## src/sha1_pkg.sv

```systemverilog
// shared constants, types and round functions of the sha-1 byte stream hasher
package sha1_pkg;

    localparam logic [31:0] H0 = 32'h67452301;
    localparam logic [31:0] H1 = 32'hefcdab89;
    localparam logic [31:0] H2 = 32'h98badcfe;
    localparam logic [31:0] H3 = 32'h10325476;
    localparam logic [31:0] H4 = 32'hc3d2e1f0;

    localparam logic [31:0] K0 = 32'h5A827999;
    localparam logic [31:0] K1 = 32'h6ED9EBA1;
    localparam logic [31:0] K2 = 32'h8F1BBCDC;
    localparam logic [31:0] K3 = 32'hCA62C1D6;

    localparam logic [7:0] PAD_BYTE    = 8'h80;
    localparam logic [5:0] LEN_FILL    = 6'd56;
    localparam logic [5:0] FULL_FILL   = 6'd63;
    localparam logic [6:0] ROUND_LAST  = 7'd79;
    localparam logic [4:0] DIGEST_LAST = 5'd19;

    typedef enum logic [1:0] {
        SEL_DATA = 2'd0,
        SEL_PAD  = 2'd1,
        SEL_ZERO = 2'd2,
        SEL_LEN  = 2'd3
    } t_byte_sel;

    typedef struct packed {
        logic      absorb;
        t_byte_sel byte_sel;
        logic      count_bits;
        logic      capture_len;
        logic      start_block;
        logic      round_en;
        logic      chain_add;
        logic      emit_next;
        logic      reinit;
    } t_dp_cmd;

    typedef struct packed {
        logic [5:0] fill;
        logic       round_last;
        logic       emit_last;
    } t_dp_status;

    function automatic logic [31:0] f_logic(input logic [6:0] round,
                                            input logic [31:0] b,
                                            input logic [31:0] c,
                                            input logic [31:0] d);
        logic [31:0] res;
        if (round < 7'd20) begin
            res = ((c ^ d) & b) ^ d;
        end else if (round < 7'd40) begin
            res = b ^ c ^ d;
        end else if (round < 7'd60) begin
            res = (b & c) | (d & (b | c));
        end else begin
            res = b ^ c ^ d;
        end
        return res;
    endfunction

    function automatic logic [31:0] f_const(input logic [6:0] round);
        logic [31:0] res;
        if (round < 7'd20) begin
            res = K0;
        end else if (round < 7'd40) begin
            res = K1;
        end else if (round < 7'd60) begin
            res = K2;
        end else begin
            res = K3;
        end
        return res;
    endfunction

endpackage

```

## src/sha1_in_if.sv

```systemverilog
// input channel: message bytes and end of message requests
interface sha1_in_if;
    logic       valid;
    logic       ready;
    logic       mode;
    logic [7:0] data_byte;

    modport source (output valid, output mode, output data_byte, input ready);
    modport sink   (input valid, input mode, input data_byte, output ready);
endinterface

```

## src/sha1_out_if.sv

```systemverilog
// output channel: digest bytes with last mark
interface sha1_out_if;
    logic       valid;
    logic       ready;
    logic [7:0] digest_byte;
    logic       last_byte;

    modport source (output valid, output digest_byte, output last_byte, input ready);
    modport sink   (input valid, input digest_byte, input last_byte, output ready);
endinterface

```

## src/sha1_datapath.sv

```systemverilog
// sha-1 datapath: block buffer, message schedule, round unit, chain and counters
module sha1_datapath (
    input  logic                 i_clk,
    input  logic                 i_rst_n,
    input  logic [7:0]           i_data_byte,
    input  sha1_pkg::t_dp_cmd    i_cmd,
    output sha1_pkg::t_dp_status o_status,
    output logic [7:0]           o_digest_byte,
    output logic                 o_last_byte
);

    logic [31:0] r_chain [5];
    logic [31:0] r_blk   [16];
    logic [31:0] r_a, r_b, r_c, r_d, r_e;
    logic [5:0]  r_fill;
    logic [63:0] r_msg_bits;
    logic [63:0] r_len;
    logic [6:0]  r_round;
    logic [4:0]  r_emit_idx;

    logic [7:0]  in_byte;
    logic [31:0] w_next;
    logic [31:0] t_sum;
    logic [31:0] sel_word;

    always_comb begin
        unique case (i_cmd.byte_sel)
            sha1_pkg::SEL_DATA: in_byte = i_data_byte;
            sha1_pkg::SEL_PAD:  in_byte = sha1_pkg::PAD_BYTE;
            sha1_pkg::SEL_ZERO: in_byte = 8'h00;
            sha1_pkg::SEL_LEN:  in_byte = r_len[63:56];
            default:            in_byte = 8'h00;
        endcase
    end

    // schedule window: r_blk[0] is w[t], next word extends the window
    assign w_next = {r_blk[13][30:0] ^ r_blk[8][30:0] ^ r_blk[2][30:0] ^ r_blk[0][30:0],
                     r_blk[13][31] ^ r_blk[8][31] ^ r_blk[2][31] ^ r_blk[0][31]};

    assign t_sum = {r_a[26:0], r_a[31:27]} + sha1_pkg::f_logic(r_round, r_b, r_c, r_d)
                 + r_e + r_blk[0] + sha1_pkg::f_const(r_round);

    always_ff @(posedge i_clk) begin
        if (i_cmd.absorb) begin
            for (int i = 0; i < 15; i++) begin
                r_blk[i] <= {r_blk[i][23:0], r_blk[i+1][31:24]};
            end
            r_blk[15] <= {r_blk[15][23:0], in_byte};
        end else if (i_cmd.round_en) begin
            for (int i = 0; i < 15; i++) begin
                r_blk[i] <= r_blk[i+1];
            end
            r_blk[15] <= w_next;
        end
        if (i_cmd.capture_len) begin
            r_len <= r_msg_bits;
        end else if (i_cmd.absorb && i_cmd.byte_sel == sha1_pkg::SEL_LEN) begin
            r_len <= {r_len[55:0], 8'h00};
        end
        if (i_cmd.start_block) begin
            r_a <= r_chain[0];
            r_b <= r_chain[1];
            r_c <= r_chain[2];
            r_d <= r_chain[3];
            r_e <= r_chain[4];
        end else if (i_cmd.round_en) begin
            r_a <= t_sum;
            r_b <= r_a;
            r_c <= {r_b[1:0], r_b[31:2]};
            r_d <= r_c;
            r_e <= r_d;
        end
    end

    always_ff @(posedge i_clk) begin
        if (!i_rst_n || i_cmd.reinit) begin
            r_chain[0] <= sha1_pkg::H0;
            r_chain[1] <= sha1_pkg::H1;
            r_chain[2] <= sha1_pkg::H2;
            r_chain[3] <= sha1_pkg::H3;
            r_chain[4] <= sha1_pkg::H4;
            r_fill     <= '0;
            r_msg_bits <= '0;
            r_round    <= '0;
            r_emit_idx <= '0;
        end else begin
            if (i_cmd.chain_add) begin
                r_chain[0] <= r_chain[0] + r_a;
                r_chain[1] <= r_chain[1] + r_b;
                r_chain[2] <= r_chain[2] + r_c;
                r_chain[3] <= r_chain[3] + r_d;
                r_chain[4] <= r_chain[4] + r_e;
            end
            if (i_cmd.absorb) begin
                r_fill <= r_fill + 6'd1;
            end
            if (i_cmd.count_bits) begin
                r_msg_bits <= r_msg_bits + 64'd8;
            end
            if (i_cmd.start_block) begin
                r_round <= '0;
            end else if (i_cmd.round_en) begin
                r_round <= r_round + 7'd1;
            end
            if (i_cmd.emit_next) begin
                r_emit_idx <= r_emit_idx + 5'd1;
            end
        end
    end

    always_comb begin
        unique case (r_emit_idx[4:2])
            3'd0:    sel_word = r_chain[0];
            3'd1:    sel_word = r_chain[1];
            3'd2:    sel_word = r_chain[2];
            3'd3:    sel_word = r_chain[3];
            3'd4:    sel_word = r_chain[4];
            default: sel_word = '0;
        endcase
        unique case (r_emit_idx[1:0])
            2'd0:    o_digest_byte = sel_word[31:24];
            2'd1:    o_digest_byte = sel_word[23:16];
            2'd2:    o_digest_byte = sel_word[15:8];
            default: o_digest_byte = sel_word[7:0];
        endcase
    end

    assign o_last_byte         = (r_emit_idx == sha1_pkg::DIGEST_LAST);
    assign o_status.fill       = r_fill;
    assign o_status.round_last = (r_round == sha1_pkg::ROUND_LAST);
    assign o_status.emit_last  = (r_emit_idx == sha1_pkg::DIGEST_LAST);

endmodule

```

## src/sha1_ctrl.sv

```systemverilog
// sha-1 controller: byte intake, padding sequence, compression and digest emission
module sha1_ctrl (
    input  logic                 i_clk,
    input  logic                 i_rst_n,
    input  logic                 i_in_valid,
    input  logic                 i_in_mode,
    input  logic                 i_out_ready,
    input  sha1_pkg::t_dp_status i_status,
    output logic                 o_in_ready,
    output logic                 o_out_valid,
    output sha1_pkg::t_dp_cmd    o_cmd
);

    typedef enum logic [6:0] {
        S_IDLE   = 7'b0000001,
        S_PAD80  = 7'b0000010,
        S_PADZ   = 7'b0000100,
        S_PADLEN = 7'b0001000,
        S_ROUND  = 7'b0010000,
        S_ADD    = 7'b0100000,
        S_EMIT   = 7'b1000000
    } t_state;

    t_state r_state, n_state;
    t_state r_resume, n_resume;
    logic   full;

    assign full        = (i_status.fill == sha1_pkg::FULL_FILL);
    assign o_in_ready  = (r_state == S_IDLE);
    assign o_out_valid = (r_state == S_EMIT);

    always_comb begin
        n_state  = r_state;
        n_resume = r_resume;
        o_cmd    = '0;
        unique case (r_state)
            S_IDLE: begin
                if (i_in_valid) begin
                    if (!i_in_mode) begin
                        o_cmd.absorb     = 1'b1;
                        o_cmd.byte_sel   = sha1_pkg::SEL_DATA;
                        o_cmd.count_bits = 1'b1;
                        if (full) begin
                            o_cmd.start_block = 1'b1;
                            n_state           = S_ROUND;
                            n_resume          = S_IDLE;
                        end
                    end else begin
                        o_cmd.capture_len = 1'b1;
                        n_state           = S_PAD80;
                    end
                end
            end
            S_PAD80: begin
                o_cmd.absorb   = 1'b1;
                o_cmd.byte_sel = sha1_pkg::SEL_PAD;
                n_state        = S_PADZ;
                if (full) begin
                    o_cmd.start_block = 1'b1;
                    n_state           = S_ROUND;
                    n_resume          = S_PADZ;
                end
            end
            S_PADZ: begin
                if (i_status.fill == sha1_pkg::LEN_FILL) begin
                    n_state = S_PADLEN;
                end else begin
                    o_cmd.absorb   = 1'b1;
                    o_cmd.byte_sel = sha1_pkg::SEL_ZERO;
                    if (full) begin
                        o_cmd.start_block = 1'b1;
                        n_state           = S_ROUND;
                        n_resume          = S_PADZ;
                    end
                end
            end
            S_PADLEN: begin
                o_cmd.absorb   = 1'b1;
                o_cmd.byte_sel = sha1_pkg::SEL_LEN;
                if (full) begin
                    o_cmd.start_block = 1'b1;
                    n_state           = S_ROUND;
                    n_resume          = S_EMIT;
                end
            end
            S_ROUND: begin
                o_cmd.round_en = 1'b1;
                if (i_status.round_last) begin
                    n_state = S_ADD;
                end
            end
            S_ADD: begin
                o_cmd.chain_add = 1'b1;
                n_state         = r_resume;
            end
            S_EMIT: begin
                if (i_out_ready) begin
                    o_cmd.emit_next = 1'b1;
                    if (i_status.emit_last) begin
                        o_cmd.reinit = 1'b1;
                        n_state      = S_IDLE;
                    end
                end
            end
            default: begin
                n_state = S_IDLE;
            end
        endcase
    end

    always_ff @(posedge i_clk) begin
        if (!i_rst_n) begin
            r_state  <= S_IDLE;
            r_resume <= S_IDLE;
        end else begin
            r_state  <= n_state;
            r_resume <= n_resume;
        end
    end

endmodule

```

## src/sha1_byte_stream_hasher.sv

```systemverilog
// sha-1 byte stream hasher top level
// usage:
//   i_in carries one request per message byte (mode 0) or an end of message
//   request (mode 1, data byte ignored). o_out returns the 20 digest bytes,
//   most significant first, last_byte set on the twentieth.
// timing:
//   a data byte is taken whenever i_in.ready is high; every 64th byte then
//   starts a compression (80 rounds on one round unit, then a chain add)
//   during which i_in.ready is low. an end of message request pads one
//   byte per cycle, except while a compression runs, up to the length
//   field (at most 64 bytes), steps into the length state, then adds the
//   length and one or two compressions before the first digest byte is
//   presented; then one per cycle while o_out.ready is high.
// stalls:
//   while o_out.ready is low the current digest byte holds; no new request
//   is taken until the whole digest has been delivered.
// reset:
//   synchronous active low reset loads the initial hash values and clears
//   the byte fill and bit count; the block returns to the same state after
//   each digest.
module sha1_byte_stream_hasher (
    input  logic              i_clk,
    input  logic              i_rst_n,
    sha1_in_if.sink           i_in,
    sha1_out_if.source        o_out
);

    sha1_pkg::t_dp_cmd    cmd;
    sha1_pkg::t_dp_status status;

    sha1_ctrl u_ctrl (
        .i_clk       (i_clk),
        .i_rst_n     (i_rst_n),
        .i_in_valid  (i_in.valid),
        .i_in_mode   (i_in.mode),
        .i_out_ready (o_out.ready),
        .i_status    (status),
        .o_in_ready  (i_in.ready),
        .o_out_valid (o_out.valid),
        .o_cmd       (cmd)
    );

    sha1_datapath u_datapath (
        .i_clk         (i_clk),
        .i_rst_n       (i_rst_n),
        .i_data_byte   (i_in.data_byte),
        .i_cmd         (cmd),
        .o_status      (status),
        .o_digest_byte (o_out.digest_byte),
        .o_last_byte   (o_out.last_byte)
    );

endmodule

```

## src/flat_wrapper.sv

```systemverilog
// flat-port wrapper written by rule: the top's interface ports become plain ports
module sha1_byte_stream_hasher_flat 
  (i_clk, i_rst_n, i_in_valid, i_in_mode, i_in_data_byte, i_in_ready, o_out_valid, o_out_digest_byte, o_out_last_byte, o_out_ready);
  sha1_in_if i_in_i ();
  sha1_out_if o_out_i ();
  input  logic i_clk;
  input  logic i_rst_n;
  input wire logic [$bits(i_in_i.valid)-1:0] i_in_valid;
  input wire logic [$bits(i_in_i.mode)-1:0] i_in_mode;
  input wire logic [$bits(i_in_i.data_byte)-1:0] i_in_data_byte;
  output wire logic [$bits(i_in_i.ready)-1:0] i_in_ready;
  output wire logic [$bits(o_out_i.valid)-1:0] o_out_valid;
  output wire logic [$bits(o_out_i.digest_byte)-1:0] o_out_digest_byte;
  output wire logic [$bits(o_out_i.last_byte)-1:0] o_out_last_byte;
  input wire logic [$bits(o_out_i.ready)-1:0] o_out_ready;
  assign i_in_i.valid = i_in_valid;
  assign i_in_i.mode = i_in_mode;
  assign i_in_i.data_byte = i_in_data_byte;
  assign i_in_ready = i_in_i.ready;
  assign o_out_valid = o_out_i.valid;
  assign o_out_digest_byte = o_out_i.digest_byte;
  assign o_out_last_byte = o_out_i.last_byte;
  assign o_out_i.ready = o_out_ready;
  sha1_byte_stream_hasher u_core (.i_clk(i_clk), .i_rst_n(i_rst_n), .i_in(i_in_i), .o_out(o_out_i));
endmodule
```

## config.mk

```make
export PLATFORM = sky130hd
export DESIGN_NAME = sha1_byte_stream_hasher_flat
export DESIGN_NICKNAME = d
export VERILOG_FILES = /design/src/sha1_pkg.sv /design/src/sha1_in_if.sv /design/src/sha1_out_if.sv /design/src/sha1_datapath.sv /design/src/sha1_ctrl.sv /design/src/sha1_byte_stream_hasher.sv /design/src/flat_wrapper.sv
export SDC_FILE = /design/constraint.sdc
export NUM_CORES = 2
export LEC_CHECK = 0
export BUFFER_PORTS_ARGS = -buffer_cell sky130_fd_sc_hd__buf_2
export CORE_MARGIN = 4
export CORE_UTILIZATION = 40
export CTS_CLUSTER_DIAMETER = 100
export CTS_CLUSTER_SIZE = 40
export DETAILED_ROUTE_END_ITERATION = 8
export PLACE_DENSITY = 0.55
export SLEW_MARGIN = 20
export SYNTH_ARGS = -nofsm -noshare
export SYNTH_HDL_FRONTEND = slang
export SYNTH_HIERARCHICAL = 1
export SYNTH_SLANG_ARGS = --single-unit
```

## constraint.sdc

```tcl
create_clock -name i_clk -period 9.3 [get_ports i_clk]
set_clock_uncertainty 0.15 [all_clocks]
set_input_delay 0.93 -clock i_clk [delete_from_list [all_inputs] [get_ports i_clk]]
set_output_delay 0.93 -clock i_clk [all_outputs]
set_load 0.02 [all_outputs]
```

==> results_dict.tcl <==
set metrics [dict create \
    r2r_start "u_core/u_datapath/r_round[3]$_SDFFE_PP0P_" \
    grtUsageMet1_pct 28.5 \
    max_freq_mhz 140 \
    post-route-util_pct 42.9 \
    status "complete, no violations" \
    cts_max_path_buffers 3 \
    setup_viol 0 \
    ioPinCount 24 \
    worstPathArrival_ns 7.48 \
    finalCritPeriodShare_pct 77.0 \
    critical_path.top_delay_family "compound AO/OA/AOI/OAI gates" \
    crit_path_end_kind "register" \
    ys_ff_latch 982 \
    synth_edf_count 893 \
    grt_pass1_vias 34200 \
    drv_cap 0 \
    timing.rr.end "u_core/u_datapath/r_a[27]$_DFFE_PP_" \
    insertion_delay_ns 0.68 \
    cts_max_level 2 \
    r2r_setup_slack_ns 2.14 \
    cp_num_buf_inv 4 \
    synth.most_common_cell "edfxtp_1" \
    min-delay-path-class "register to register" \
    num_rows 137 \
    synth_top_area_cell "edfxtp_1" \
    grt_max_degree 211 \
    area_growth_pct 6.61 \
    top_usage_layer "met2" \
    grt_usage_pct 19.2 \
    grtUsageMet2_pct 30.0 \
    antenna_found_initial 9 \
    syn_nets 4922 \
    ys_top_cells_by_count "edfxtp_1 (893), mux2_2 (625), nand2_1 (279), inv_1 (271), nor2_1 (254)" \
    min-delay-start "u_core/u_ctrl/r_resume[6]$_SDFFE_PN0P_" \
    power_leakage_uw 0.0207 \
    firstDrtPassIters 6 \
    async_flop_share_pct 0 \
    die_w_um 383 \
    detailed_place_hpwl_mm 103 \
    path_depth 23 \
    p_per_area_nw_per_um2 143 \
    post-route-min-period_ns 7.16 \
    synth_cell_types 100 \
    cts.repair.resized 0 \
    p_sw_uw 2180 \
    crit_path_frequent_cell "fa_1" \
    wl_mm 144 \
    dieArea_sq_um 146000 \
    dpl_cell_area_sq_um 58300 \
    report.final.slew_viol_count 0 \
    core_sq_um 140000 \
    ys.flop_type "edfxtp_1" \
    worstMarginPinSlew_ns 1.11 \
    grt_overflow 0 \
    numClockSinks 982 \
    crit_chain "nand4_1, nor2b_1, nand2_1, buf_4, nand2_1, clkinv_1, a221oi_1, fa_1, fa_1, fa_1, inv_1, ha_1, inv_1, fa_1, nor2b_1, o31a_1, o21ai_0, a21oi_1, o2111ai_1, a311oi_1, o21ai_0, a21o_1, a31o_2" \
    stdcell_count 6413 \
    clkPwrFrac_pct 30.5 \
    io_buffer_count 23 \
    root_buffer "clkbuf_16" \
    die_h_um 383 \
    worstPathRequired_ns 9.61 \
    cts_buffers 42 \
    vdd_drop_max_mv 0.152 \
    final_area_sq_um 59900 \
    via_per_inst 5.61 \
    synth.area.top_cells "edfxtp_1 (48%), mux2_2 (13%), fa_1 (4.5%), ha_1 (4.4%), dfxtp_1 (3.2%)" \
    worst_slew_margin_rel_pct 25.9 \
    drtAntennaViolNets 0 \
    cts_hold_buf 0 \
    synth.top_cell.area_share_pct 47.8 \
    p_int_uw 6390 \
    slowest_delay_ns 0.56 \
    avgSynthCellArea_sq_um 12.2 \
    start_kind "register" \
    drt-initial-drc-count 3622 \
    path_max_fanout 18 \
    comb_power_share_pct 8.8 \
    switching_share_pct 25.4 \
    hold_viol 0 \
    syn-cell-area_sq_um 56100 \
    holdPathEnd "u_core/u_ctrl/r_resume[6]$_SDFFE_PN0P_" \
    rsz0062_at_grt "false" \
    grt_pass1_wl_mm 217 \
    setup_tns_ns 0 \
    power.share.sequential_pct 60.7 \
    synth-seq-area-share_pct 50.9 \
    yosys_warnings 6 \
    crit_type "register to register" \
    num_vias 36000 \
    cts_tree "built" \
    r2r_cells 23 \
    cp_slowest_cell "fa_1" \
    clk_pin_slew_ns 0.14 \
    dp_cells 6333 \
    nets 4837 \
    syn_inst 4586 \
    gp_congestion 0.912 \
    cts_setup_buffers 0 \
    layout-drive-gt1-share_pct 18.4 \
    wl_per_cell_um 22.5 \
    grt.met3_usage_pct 2.19 \
    worstHoldPathCells 2 \
    initial_core_util_pct 40.2 \
    drc 0 \
]
## state kept, by name (all words and copies together) (netlist names)
| signal | cells |
|---|---|
| u_core/u_datapath/r_fill | 6 |
| u_core/u_datapath/r_d | 32 |
| u_core/u_datapath/r_c | 32 |
| u_core/u_datapath/r_msg_bits | 61 |
| u_core/u_datapath/r_emit_idx | 5 |
| u_core/u_datapath/r_len | 61 |
| u_core/u_ctrl/r_state | 7 |
| u_core/u_datapath/r_e | 32 |
| u_core/u_ctrl/r_resume | 3 |
| u_core/u_datapath/r_round | 7 |
| u_core/u_datapath/r_blk | 512 |
| u_core/u_datapath/r_chain | 160 |
| u_core/u_datapath/r_a | 32 |
| u_core/u_datapath/r_b | 32 |
## worst register-to-register path: cells and delay by family, from the launching register on
family                   cells  cell delay (ns)
adder cells (fa/ha/maj)      5             2.05
flip-flops                   1             0.38
AND/OR/NAND/NOR              5             0.92
buffers and inverters        4             0.89
AO/OA/AOI/OAI                9             2.57
## cell families (layout without fill, tap and decap cells)
logic type | Yosys count | after routing | share of synthesized area [%]
adders and majority gates | 323 | 323 | 8.87
and+or+nand+nor | 983 | 983 | 8.67
other | 0 | 3 | 0
xor gates and xnor gates | 275 | 275 | 4.29
muxes | 705 | 705 | 14.0
DFF | 982 | 982 | 50.9
buffers and inverters | 463 | 411 | 3.14
AOI/OAI and AO/OA | 855 | 855 | 10.1
## metal layers
metal | share of wire, % | vias to the layer above
li1 | - | 16800
met5 | 0 | -
met2 | 45 | 934
met1 | 47 | 18100
met3 | 5.1 | 161
met4 | 2.3 | 0
## cell usage in the layout, fill, tap and decap left out, types with 125 or more instances in the layout
master	netlist	routed
nand2_1	279	277
fa_1	125	125
mux2_2	625	625
ha_1	198	198
edfxtp_1	893	893
a21oi_1	181	181
inv_1	271	271
nor2_1	254	253
o21ai_0	220	220
xnor2_1	169	169
## worst max-delay path by stage
stage	start	to	slack [ns]
3_3_place_gp	u_core/u_datapath/r_round[3]$_SDFFE_PP0P_	u_core/u_datapath/r_a[27]$_DFFE_PP_	2.44
6_report	u_core/u_datapath/r_round[3]$_SDFFE_PP0P_	u_core/u_datapath/r_a[27]$_DFFE_PP_	2.14
3_5_place_dp	u_core/u_datapath/r_round[3]$_SDFFE_PP0P_	u_core/u_datapath/r_a[27]$_DFFE_PP_	2.25
4_1_cts	u_core/u_datapath/r_round[3]$_SDFFE_PP0P_	u_core/u_datapath/r_a[27]$_DFFE_PP_	2.26
2_1_floorplan	i_in_valid	u_core/u_datapath/r_blk[0][0]$_DFFE_PP_	0.13
5_1_grt	u_core/u_datapath/r_round[3]$_SDFFE_PP0P_	u_core/u_datapath/r_a[29]$_DFFE_PP_	1.69
## per-stage QoR
step	hold WS (ns)	setup WS [ns]	total power, uW
floorplan	0.284	0.132	5870
global placement	0.297	2.44	6050
detailed placement	0.304	2.25	6060
CTS	0.321	2.26	8690
global route	0.350	1.69	8930
finish	0.315	2.14	8570
## area by class of cell
class,instances,area (sq um)
Antenna cell,3,7.51
Tap cell,1876,2350
Sequential cell,982,28600
Inverter,274,1030
Clock buffer,49,1100
Timing Repair Buffer,60,468
Clock inverter,28,467
Fill cell,13100,79700
Multi-Input combinational cell,3141,25800
## power groups by stage
stage                     clock [uW]  sequential (uW)  combinational (uW)
final                           2610             5200                 755
after global routing            2870             5230                 834
after CTS                       2730             5210                 759
after detailed placement           0             5300                 754
after global placement             0             5300                 747
after floorplan                    0             5280                 586
Power figures use the tool's default switching activity.
